--- config.mk ---
export PLATFORM = sky130hd
export DESIGN_NAME = word_pattern_stream_matcher_flat
export DESIGN_NICKNAME = d
export VERILOG_FILES = /design/src/rtl/core/wpsm_pkg.sv /design/src/rtl/core/wpsm_if.sv /design/src/rtl/core/wpsm_pattern_store.sv /design/src/rtl/core/wpsm_line_track.sv /design/src/rtl/core/wpsm_window_cmp.sv /design/src/rtl/core/word_pattern_stream_matcher.sv /design/src/flat_wrapper.sv
export SDC_FILE = /design/constraint.sdc
export NUM_CORES = 2
export LEC_CHECK = 0
export BUFFER_PORTS_ARGS = -buffer_cell sky130_fd_sc_hd__buf_4
export CAP_MARGIN = 5
export CORE_ASPECT_RATIO = 1.2
export CORE_MARGIN = 5
export CORE_UTILIZATION = 40
export CTS_BUF_LIST = sky130_fd_sc_hd__clkbuf_4 sky130_fd_sc_hd__clkbuf_8
export CTS_CLUSTER_DIAMETER = 30
export DETAILED_ROUTE_END_ITERATION = 6
export PLACE_DENSITY = 0.56
export SYNTH_ARGS = -nofsm -noshare
export SYNTH_HDL_FRONTEND = slang
export SYNTH_SLANG_ARGS = --single-unit
--- constraint.sdc ---
create_clock -name i_clk -period 13.36 [get_ports i_clk]
set_input_delay 2.004 -clock i_clk [delete_from_list [all_inputs] [get_ports i_clk]]
set_output_delay 2.004 -clock i_clk [all_outputs]
set_load 0.005 [all_outputs]
--- src/rtl/core/wpsm_pkg.sv ---
// wpsm_pkg: shared widths, codes and types of the word pattern stream matcher
// no dependencies; used by the interfaces and by every rtl/core module

package wpsm_pkg;

    localparam int MAX_PATTERN_DEF = 16;

    localparam int WORD_W = 32;
    localparam int IDX_W  = 4;
    localparam int LEN_W  = 5;
    localparam int LINE_W = 32;
    localparam int POS_W  = 16;

    // item opcodes
    localparam logic OP_LOAD = 1'b0;
    localparam logic OP_TEXT = 1'b1;

    localparam logic [LEN_W-1:0] LEN_RESET = LEN_W'(1);

    typedef logic [WORD_W-1:0] t_word;
    typedef logic [IDX_W-1:0]  t_idx;
    typedef logic [LEN_W-1:0]  t_len;
    typedef logic [LINE_W-1:0] t_line;
    typedef logic [POS_W-1:0]  t_pos;

    typedef struct packed {
        logic  op;
        t_idx  pattern_index;
        t_word word_value;
        logic  line_start;
    } t_item;

    // line / word-in-line counters after the current text word
    typedef struct packed {
        t_line line;
        t_pos  pos;
    } t_track;

endpackage

--- src/rtl/core/wpsm_if.sv ---
// wpsm_item_if and wpsm_match_if: valid/ready channels of the matcher
// depends on wpsm_pkg for field widths

interface wpsm_item_if;
    import wpsm_pkg::*;

    logic  valid;
    logic  ready;
    logic  op;
    t_idx  pattern_index;
    t_word word_value;
    logic  line_start;

    modport source (output valid, output op, output pattern_index, output word_value,
                    output line_start, input ready);
    modport sink   (input valid, input op, input pattern_index, input word_value,
                    input line_start, output ready);
endinterface

interface wpsm_match_if;
    import wpsm_pkg::*;

    logic  valid;
    logic  ready;
    t_line match_line;
    t_pos  match_word;

    modport source (output valid, output match_line, output match_word, input ready);
    modport sink   (input valid, input match_line, input match_word, output ready);
endinterface

--- src/rtl/core/wpsm_pattern_store.sv ---
// wpsm_pattern_store: register file of pattern words, all entries visible at once
// depends on wpsm_pkg

module wpsm_pattern_store #(
    parameter int MAX_PATTERN = wpsm_pkg::MAX_PATTERN_DEF
) (
    input  logic                                   i_clk,
    input  logic                                   i_we,
    input  wpsm_pkg::t_idx                         i_idx,
    input  wpsm_pkg::t_word                        i_word,
    output logic [MAX_PATTERN-1:0][wpsm_pkg::WORD_W-1:0] o_pat
);
    import wpsm_pkg::*;

    localparam int IW = (MAX_PATTERN > 1) ? $clog2(MAX_PATTERN) : 1;

    logic [MAX_PATTERN-1:0][WORD_W-1:0] r_pat;
    logic                               in_range;

    // loads beyond the store are dropped
    assign in_range = 8'(i_idx) < 8'(MAX_PATTERN);

    always_ff @(posedge i_clk) begin
        if (i_we && in_range) begin
            r_pat[IW'(i_idx)] <= i_word;
        end
    end

    assign o_pat = r_pat;

endmodule

--- src/rtl/core/wpsm_line_track.sv ---
// wpsm_line_track: sliding text window plus line and word-in-line counters
// depends on wpsm_pkg

module wpsm_line_track #(
    parameter int MAX_PATTERN = wpsm_pkg::MAX_PATTERN_DEF
) (
    input  logic                                   i_clk,
    input  logic                                   i_rst_n,
    input  logic                                   i_adv,
    input  wpsm_pkg::t_word                        i_word,
    input  logic                                   i_line_start,
    output logic [MAX_PATTERN-1:0][wpsm_pkg::WORD_W-1:0] o_win_view,
    output wpsm_pkg::t_track                       o_next
);
    import wpsm_pkg::*;

    logic [MAX_PATTERN-1:0][WORD_W-1:0] r_win;
    t_line                              r_line;
    t_pos                               r_pos;
    logic                               new_line;
    t_pos                               pos_base;

    // window as it stands once the current word is shifted in
    always_comb begin
        o_win_view[0] = i_word;
        for (int k = 1; k < MAX_PATTERN; k++) begin
            o_win_view[k] = r_win[k-1];
        end
    end

    // text before any line opens line one
    assign new_line = i_line_start || (r_line == '0);
    assign pos_base = new_line ? '0 : r_pos;

    always_comb begin
        o_next.line = r_line;
        if (new_line && (r_line != '1)) begin
            o_next.line = r_line + LINE_W'(1);
        end
        o_next.pos = (pos_base == '1) ? pos_base : pos_base + POS_W'(1);
    end

    always_ff @(posedge i_clk) begin
        if (!i_rst_n) begin
            r_win  <= '0;
            r_line <= '0;
            r_pos  <= '0;
        end else if (i_adv) begin
            r_win  <= o_win_view;
            r_line <= o_next.line;
            r_pos  <= o_next.pos;
        end
    end

endmodule

--- src/rtl/core/wpsm_window_cmp.sv ---
// wpsm_window_cmp: parallel compare of the newest window words with the pattern
// depends on wpsm_pkg

module wpsm_window_cmp #(
    parameter int MAX_PATTERN = wpsm_pkg::MAX_PATTERN_DEF
) (
    input  logic [MAX_PATTERN-1:0][wpsm_pkg::WORD_W-1:0] i_win,
    input  logic [MAX_PATTERN-1:0][wpsm_pkg::WORD_W-1:0] i_pat,
    input  wpsm_pkg::t_len                         i_len_raw,
    input  wpsm_pkg::t_pos                         i_pos,
    output logic                                   o_hit,
    output wpsm_pkg::t_pos                         o_match_word
);
    import wpsm_pkg::*;

    localparam int CNT_W = $clog2(MAX_PATTERN + 1);
    localparam int IW    = (MAX_PATTERN > 1) ? $clog2(MAX_PATTERN) : 1;
    localparam int LW    = (CNT_W > LEN_W) ? CNT_W : LEN_W;

    logic [LW-1:0]          len_ext;
    logic [LW-1:0]          len_clamp;
    logic [CNT_W-1:0]       len;
    logic [MAX_PATTERN-1:0] lane_ok;

    // zero counts as one, anything past the window as the full window
    always_comb begin
        len_ext   = LW'(i_len_raw);
        len_clamp = len_ext;
        if (len_ext == '0) begin
            len_clamp = LW'(1);
        end else if (len_ext > LW'(MAX_PATTERN)) begin
            len_clamp = LW'(MAX_PATTERN);
        end
        len = CNT_W'(len_clamp);
    end

    // window word j lines up with pattern word len-1-j
    always_comb begin
        logic [CNT_W:0] pidx;
        for (int j = 0; j < MAX_PATTERN; j++) begin
            pidx       = (CNT_W+1)'(len) - (CNT_W+1)'(j) - (CNT_W+1)'(1);
            lane_ok[j] = ((CNT_W+1)'(j) >= (CNT_W+1)'(len))
                         || (i_win[j] == i_pat[pidx[IW-1:0]]);
        end
    end

    assign o_hit        = (&lane_ok) && (i_pos >= POS_W'(len));
    assign o_match_word = (i_pos == '1) ? i_pos : i_pos - POS_W'(len) + POS_W'(1);

endmodule

--- src/rtl/core/word_pattern_stream_matcher.sv ---
// word_pattern_stream_matcher: top level of the word pattern stream matcher
// depends on wpsm_pkg, wpsm_if, wpsm_pattern_store, wpsm_line_track, wpsm_window_cmp

// Finds every occurrence, overlaps included, of a pattern of up to MAX_PATTERN
// 32-bit words in a stream of 32-bit text words. A load transfer (op 0) writes
// one pattern word; a text transfer (op 1) shifts a word into the window and
// advances the line and word-in-line counters, and yields one result when the
// newest pattern_length words equal the pattern and all lie in the current
// line. The result carries the line number and the position of the match's
// first word, both counted from 1 and saturating. Every pattern entry in use
// must be loaded before text is compared against it. pattern_length is written
// through i_cfg_we/i_cfg_wdata while the block is idle; 0 acts as 1, values
// above MAX_PATTERN act as MAX_PATTERN. Throughput is one item per cycle with
// no stall of its own; a result passes from the input register, where the item
// waits while the window compare, the single stage of work, works on it and sets
// the rate, into the output register. Back-pressure on the result channel holds
// the result and, one item later, the input channel.

module word_pattern_stream_matcher #(
    parameter int MAX_PATTERN = wpsm_pkg::MAX_PATTERN_DEF
) (
    input  logic                 i_clk,
    input  logic                 i_rst_n,
    input  logic                 i_cfg_we,
    input  wpsm_pkg::t_len       i_cfg_wdata,
    wpsm_item_if.sink            i_item,
    wpsm_match_if.source         o_match
);
    import wpsm_pkg::*;

    // config register
    t_len r_cfg_len;

    // input register
    logic  r_in_valid;
    t_item r_in;

    // result register
    logic  r_out_valid;
    t_line r_out_line;
    t_pos  r_out_word;

    // stage control
    logic out_free;
    logic fire;
    logic text_adv;
    logic load_we;

    logic [MAX_PATTERN-1:0][WORD_W-1:0] pat;
    logic [MAX_PATTERN-1:0][WORD_W-1:0] win_view;
    t_track                             next_cnt;
    logic                               hit;
    t_pos                               match_word;

    always_ff @(posedge i_clk) begin
        if (!i_rst_n) begin
            r_cfg_len <= LEN_RESET;
        end else if (i_cfg_we) begin
            r_cfg_len <= i_cfg_wdata;
        end
    end

    // the result register is free when empty or being drained this cycle
    assign out_free = !r_out_valid || o_match.ready;
    assign fire     = r_in_valid && out_free;
    assign text_adv = fire && (r_in.op == OP_TEXT);
    assign load_we  = fire && (r_in.op == OP_LOAD);

    // input register refills in the same cycle it hands its item on
    assign i_item.ready = !r_in_valid || fire;

    always_ff @(posedge i_clk) begin
        if (!i_rst_n) begin
            r_in_valid <= 1'b0;
        end else if (i_item.ready) begin
            r_in_valid <= i_item.valid;
        end
    end

    always_ff @(posedge i_clk) begin
        if (i_item.ready && i_item.valid) begin
            r_in.op            <= i_item.op;
            r_in.pattern_index <= i_item.pattern_index;
            r_in.word_value    <= i_item.word_value;
            r_in.line_start    <= i_item.line_start;
        end
    end

    wpsm_pattern_store #(
        .MAX_PATTERN (MAX_PATTERN)
    ) u_store (
        .i_clk  (i_clk),
        .i_we   (load_we),
        .i_idx  (r_in.pattern_index),
        .i_word (r_in.word_value),
        .o_pat  (pat)
    );

    wpsm_line_track #(
        .MAX_PATTERN (MAX_PATTERN)
    ) u_track (
        .i_clk        (i_clk),
        .i_rst_n      (i_rst_n),
        .i_adv        (text_adv),
        .i_word       (r_in.word_value),
        .i_line_start (r_in.line_start),
        .o_win_view   (win_view),
        .o_next       (next_cnt)
    );

    wpsm_window_cmp #(
        .MAX_PATTERN (MAX_PATTERN)
    ) u_cmp (
        .i_win        (win_view),
        .i_pat        (pat),
        .i_len_raw    (r_cfg_len),
        .i_pos        (next_cnt.pos),
        .o_hit        (hit),
        .o_match_word (match_word)
    );

    // result register: loads only on a text word that completes a match
    always_ff @(posedge i_clk) begin
        if (!i_rst_n) begin
            r_out_valid <= 1'b0;
        end else if (out_free) begin
            r_out_valid <= text_adv && hit;
        end
    end

    always_ff @(posedge i_clk) begin
        if (text_adv && hit) begin
            r_out_line <= next_cnt.line;
            r_out_word <= match_word;
        end
    end

    assign o_match.valid      = r_out_valid;
    assign o_match.match_line = r_out_line;
    assign o_match.match_word = r_out_word;

    // a reported match always sits inside a counted line
    a_match_in_line: assert property (@(posedge i_clk) disable iff (!i_rst_n)
        r_out_valid |-> (r_out_line != '0) && (r_out_word != '0))
        else $error("match reported outside any counted line");

    // a load item never raises a result
    a_load_no_result: assert property (@(posedge i_clk) disable iff (!i_rst_n)
        load_we |=> !r_out_valid)
        else $error("load item produced a result");

    // a freshly loaded result comes from a text word
    a_result_from_text: assert property (@(posedge i_clk) disable iff (!i_rst_n)
        (r_out_valid && $past(out_free)) |-> $past(text_adv))
        else $error("result loaded without a text transfer");

endmodule
--- src/flat_wrapper.sv ---
// flat-port wrapper written by rule: the top's interface ports become plain ports
module word_pattern_stream_matcher_flat import wpsm_pkg::*;
#(
    parameter int MAX_PATTERN = wpsm_pkg::MAX_PATTERN_DEF
)
  (i_clk, i_rst_n, i_cfg_we, i_cfg_wdata, i_item_valid, i_item_op, i_item_pattern_index, i_item_word_value, i_item_line_start, i_item_ready, o_match_valid, o_match_match_line, o_match_match_word, o_match_ready);
  wpsm_item_if i_item_i ();
  wpsm_match_if o_match_i ();
  input  logic i_clk;
  input  logic i_rst_n;
  input  logic i_cfg_we;
  input  wpsm_pkg::t_len i_cfg_wdata;
  input wire logic [$bits(i_item_i.valid)-1:0] i_item_valid;
  input wire logic [$bits(i_item_i.op)-1:0] i_item_op;
  input wire logic [$bits(i_item_i.pattern_index)-1:0] i_item_pattern_index;
  input wire logic [$bits(i_item_i.word_value)-1:0] i_item_word_value;
  input wire logic [$bits(i_item_i.line_start)-1:0] i_item_line_start;
  output wire logic [$bits(i_item_i.ready)-1:0] i_item_ready;
  output wire logic [$bits(o_match_i.valid)-1:0] o_match_valid;
  output wire logic [$bits(o_match_i.match_line)-1:0] o_match_match_line;
  output wire logic [$bits(o_match_i.match_word)-1:0] o_match_match_word;
  input wire logic [$bits(o_match_i.ready)-1:0] o_match_ready;
  assign i_item_i.valid = i_item_valid;
  assign i_item_i.op = i_item_op;
  assign i_item_i.pattern_index = i_item_pattern_index;
  assign i_item_i.word_value = i_item_word_value;
  assign i_item_i.line_start = i_item_line_start;
  assign i_item_ready = i_item_i.ready;
  assign o_match_valid = o_match_i.valid;
  assign o_match_match_line = o_match_i.match_line;
  assign o_match_match_word = o_match_i.match_word;
  assign o_match_i.ready = o_match_ready;
  word_pattern_stream_matcher #(.MAX_PATTERN(MAX_PATTERN)) u_core (.i_clk(i_clk), .i_rst_n(i_rst_n), .i_cfg_we(i_cfg_we), .i_cfg_wdata(i_cfg_wdata), .i_item(i_item_i), .o_match(o_match_i));
endmodule
==> summary.txt <==
Floorplan
  – Core area: between 150000 and 200000 um2
  – Num rows: 174
  – Starting Density: 40.3%
  – Top-Level Pins: 98
  – Chip Width: 407 um
  – DIE AREA: 198000 um2
  – Die Y: 486 um

Worst setup path
  – Arr. time, crit path: about 10 ns
  – Cells on worst reg2reg path: 18
  – Crit path launch: u_core.r_cfg_len[4]
  – R2R Path Start: u_core.r_cfg_len[4]
  – Endpoint class of the critical path: flip-flop
  – Crit path kind: flip-flop to flip-flop
  – Slowest stage delay, CP: 1.18 ns
  – Slowest cell on crit path: nor4_1
  – Startpoint Class: flip-flop
  – Worst EP required: 14.06 ns
  – Most used cell, CP: buf_4
  – Critical Path End: u_core.o_match.match_word[5]
  – CP Cell Sequence: nand2b_4 -> inv_6 -> ha_4 -> nor2_4 -> a21boi_4 -> buf_4 -> buf_4 -> nand2_1 -> a32oi_1 -> a22oi_1 -> and3_1 -> nor4_1 -> and4_1 -> a41oi_1 -> a2111oi_0 -> nand4_1 -> nor2_4 -> buf_4
  – R2R setup slack: around 3.7 ns
  – Critical R2R Capture: u_core.o_match.match_word[5]
  – Crit path max fanout: 82

Clock network
  – H-tree levels: 5
  – Post-CTS Setup Bufs: 0
  – CTS sink cnt: 1133
  – CTS Root Buffer Type: clkbuf_8
  – Skew-Pair Late Insertion Delay: 1.09 ns
  – Maximum clock path buffer count: 4
  – Clock transition at path regs: 0.05 ns
  – Num CTS Buffers: 303
  – CTS tree: built
  – CTS-repair resized insts: 0
  – Hold buffers post-CTS: 0

STA
  – Worst-margin pin slew: 1.53 ns
  – Setup TNS: 0 ns
  – RSZ-0062 raised after global routing: no
  – Setup WS post-layout: 3.65 ns
  – Final setup vio count: 0
  – Post-route clock period utilization: between 70% and 80%
  – Fmax: between 100 and 150 MHz
  – Hold Vio Cnt, Final: 0
  – Max Slew Vio Count: 3
  – Tmin final: 9.71 ns
  – Worst Skew: ~0.1 ns
  – Slew margin rel.: -2.92%

Global route
  – Vias in the first global route: ~66000
  – Global routing usage on met3: 16.6%
  – GR Util met2: 56.3%
  – Pin count of the biggest net entering global routing: around 190
  – Initial antenna violation count: 50
  – Met1 Usage GRT: 45.7%
  – GRT Total Usage: approximately two fifths
  – Global route hottest layer: met2
  – First-pass GRT wire length: 547 mm
  – Remaining global-route overflow: 0

Cells and area
  – Nets: a little under 8000
  – Final core utilization: 45.7%
  – Area grow syn2layout: 13.3%
  – Layout cells sized above 1: 18.7%

Placed design
  – Dpl hpwl: between 200 and 300 mm
  – Final GP Congestion: 1.19
  – Place WS: 4.53 ns
  – Port bufs: 97

Detailed routing
  – Pre-Repair DR Iteration Count: 7
  – Wire per inst: between 30 and 40 um
  – DR vias: 73700
  – Final wirelength: 404 mm
  – Iter 0 DRT Violations: 12600
  – Via-per-instance ratio: approximately 7.1
  – Post-route ant nets: 0
  – # DRC: 15

Yosys
  – Post-synthesis adder-cell area fraction: 0.764%
  – Multiplexer area fraction after synthesis: 20.9%
  – Simple-gate portion of the synthesized area: approximately 14%
  – Synth warnings: 0
  – Avg Inst Size Synth: just under 10 um2
  – Main area contributors after synthesis: edfxtp_1 (24%), mux4_2 (15%), dfxtp_1 (14%)
  – Post-synthesis cell area: around 76000 um2
  – Most used DFF post-synth: edfxtp_1
  – Netlist cell types: 79
  – Cells after synthesis: roughly 7700
  – Dominant cell type by area after synthesis: edfxtp_1
  – Number of synthesized flops with an enable pin: between 500 and 600
  – Largest family of logic cells by synthesized area: multiplexers
  – Synth top area share: 23.7%
  – Post-synth ARST share: 0%
  – Syn_nets: 7823
  – Sequential element share of the synthesized area: 37.9%
  – Post-Synth XOR/XNOR Area: 5.84%
  – FF+latch count, synth: 1133
  – Compound-Gate Fraction of Synth Area: 16.5%

Status
  – Status: finished with violations
  – Failing checks: design-rule violations, max-capacitance violations, max-slew violations

Power and ir drop
  – P_leak: 0.0288 uW
  – PwrDens: approximately 140 nW/um2
  – Peak supply drop: 0.100 mV

Job
  – Max Cap Viol: 1

Hold path
  – Worst Hold Class: flip-flop to flip-flop
  – Worst hold start: u_core.u_track.o_win_view[444]
-- metrics by stage --
| step | instances | instance area [um2] | total power (uW) | hold WS [ns] |
|---|---|---|---|---|
| floorplan | 7730 | 75600 | 5600 | 0.448 |
| global placement | 9811 | 78800 | 6940 | 0.454 |
| detailed placement | 9818 | 78900 | 6960 | 0.458 |
| CTS | 10400 | 85500 | 11900 | 0.452 |
| global route | 10400 | 85700 | 12300 | 0.477 |
| finish | 10400 | 85700 | 12200 | 0.444 |
-- flip-flops by register name (all words and copies together), names as in the netlist --
register                   cells
u_core.o_match.match_word     16
u_core.r_in_valid              1
u_core.u_track.o_win_view    480
u_core.r_in                   38
u_core.u_store.o_pat         512
u_core.r_cfg_len               5
u_core.u_track.r_line         32
u_core.o_match.valid           1
u_core.o_match.match_line     32
u_core.u_track.r_pos          16
-- area by class of cell --
cell class / count / area [um2]
sequential: 1133 / 28700
clock inverter: 168 / 1870
fill: 17800 / 102000
inverter: 48 / 203
timing repair buffer: 290 / 2350
tap: 2464 / 3080
antenna: 32 / 80.1
clock buffer: 368 / 4780
multi-input combinational: 5887 / 44700
-- critical path: cells and delay by family (launching register included) --
family | cells | cell delay [ns]
AOI/OAI and AO/OA | 5 | 1.70
adders and majority gates | 1 | 0.35
buffers and inverters | 4 | 2.50
and+or+nand+nor | 8 | 3.72
DFF | 1 | 0.77
-- how the worst min path moves through the flow --
stage	end	depth (start not counted)
final	u_core.u_track.o_win_view[476]	2
after global routing	u_core.u_track.o_win_view[488]	2
after CTS	u_core.u_track.o_win_view[476]	2
after detailed placement	u_core.u_track.o_win_view[481]	2
after global placement	u_core.u_track.o_win_view[481]	2
after floorplan	u_core.u_track.o_win_view[480]	2
-- logic make-up (layout without fill, tap and decap cells) --
family	after synthesis	after routing
AO/OA/AOI/OAI	1904	1904
other	0	32
AND/OR/NAND/NOR	2503	2503
adder cells (fa/ha/maj)	45	45
buffers and inverters	710	874
multiplexers	931	931
flip-flops	1133	1133
XOR/XNOR	504	504
-- placed cells by master, fill, tap and decap left out, drive strengths merged, types with 34 or more instances in the layout --
| cell type | count |
|---|---|
| nand2 | 1664 |
| a21oi | 799 |
| edfxtp | 598 |
| dfxtp | 535 |
| mux4 | 510 |
| clkbuf | 369 |
| mux2i | 365 |
| buf | 289 |
| xnor2 | 287 |
| xor2 | 217 |
| nor2 | 210 |
| a22oi | 160 |
| a31oi | 130 |
| a211oi | 119 |
| o22ai | 102 |
| nand4 | 93 |
| nor4 | 92 |
| and3 | 88 |
| clkinv | 88 |
| a221oi | 83 |
| nand3 | 79 |
| o21ai | 76 |
| nor3 | 75 |
| nor2b | 73 |
| a32oi | 68 |
| o221ai | 64 |
| inv | 61 |
| a22o | 58 |
| mux2 | 56 |
| a221o | 51 |
| and2 | 44 |
| ha | 43 |
| bufinv | 34 |
-- layer usage --
layer,vias up,wire (um)
met2,6449,166000
met1,36000,136000
li1,29300,-
met4,24,45300
met5,-,385
met3,1911,56200
-- synthesized netlist by cell type, drive strengths merged (76+ instances only) --
| master | n |
|---|---|
| nand2 | 1664 |
| a21oi | 799 |
| edfxtp | 598 |
| dfxtp | 535 |
| mux4 | 510 |
| clkbuf | 434 |
| mux2i | 365 |
| xnor2 | 287 |
| buf | 228 |
| xor2 | 217 |
| nor2 | 210 |
| a22oi | 160 |
| a31oi | 130 |
| a211oi | 119 |
| o22ai | 102 |
| nand4 | 93 |
| nor4 | 92 |
| and3 | 88 |
| a221oi | 83 |
| nand3 | 79 |
| o21ai | 76 |
-- report_power, final --
| part | leakage (uW) | switching, uW | internal [uW] |
|---|---|---|---|
| sequential | 0.00968 | 72.7 | 3700 |
| combinational | 0.0157 | 2350 | 1020 |
| clock | 0.00337 | 1960 | 3050 |
| total | 0.0288 | 4380 | 7780 |
Power figures use the tool's default switching activity.
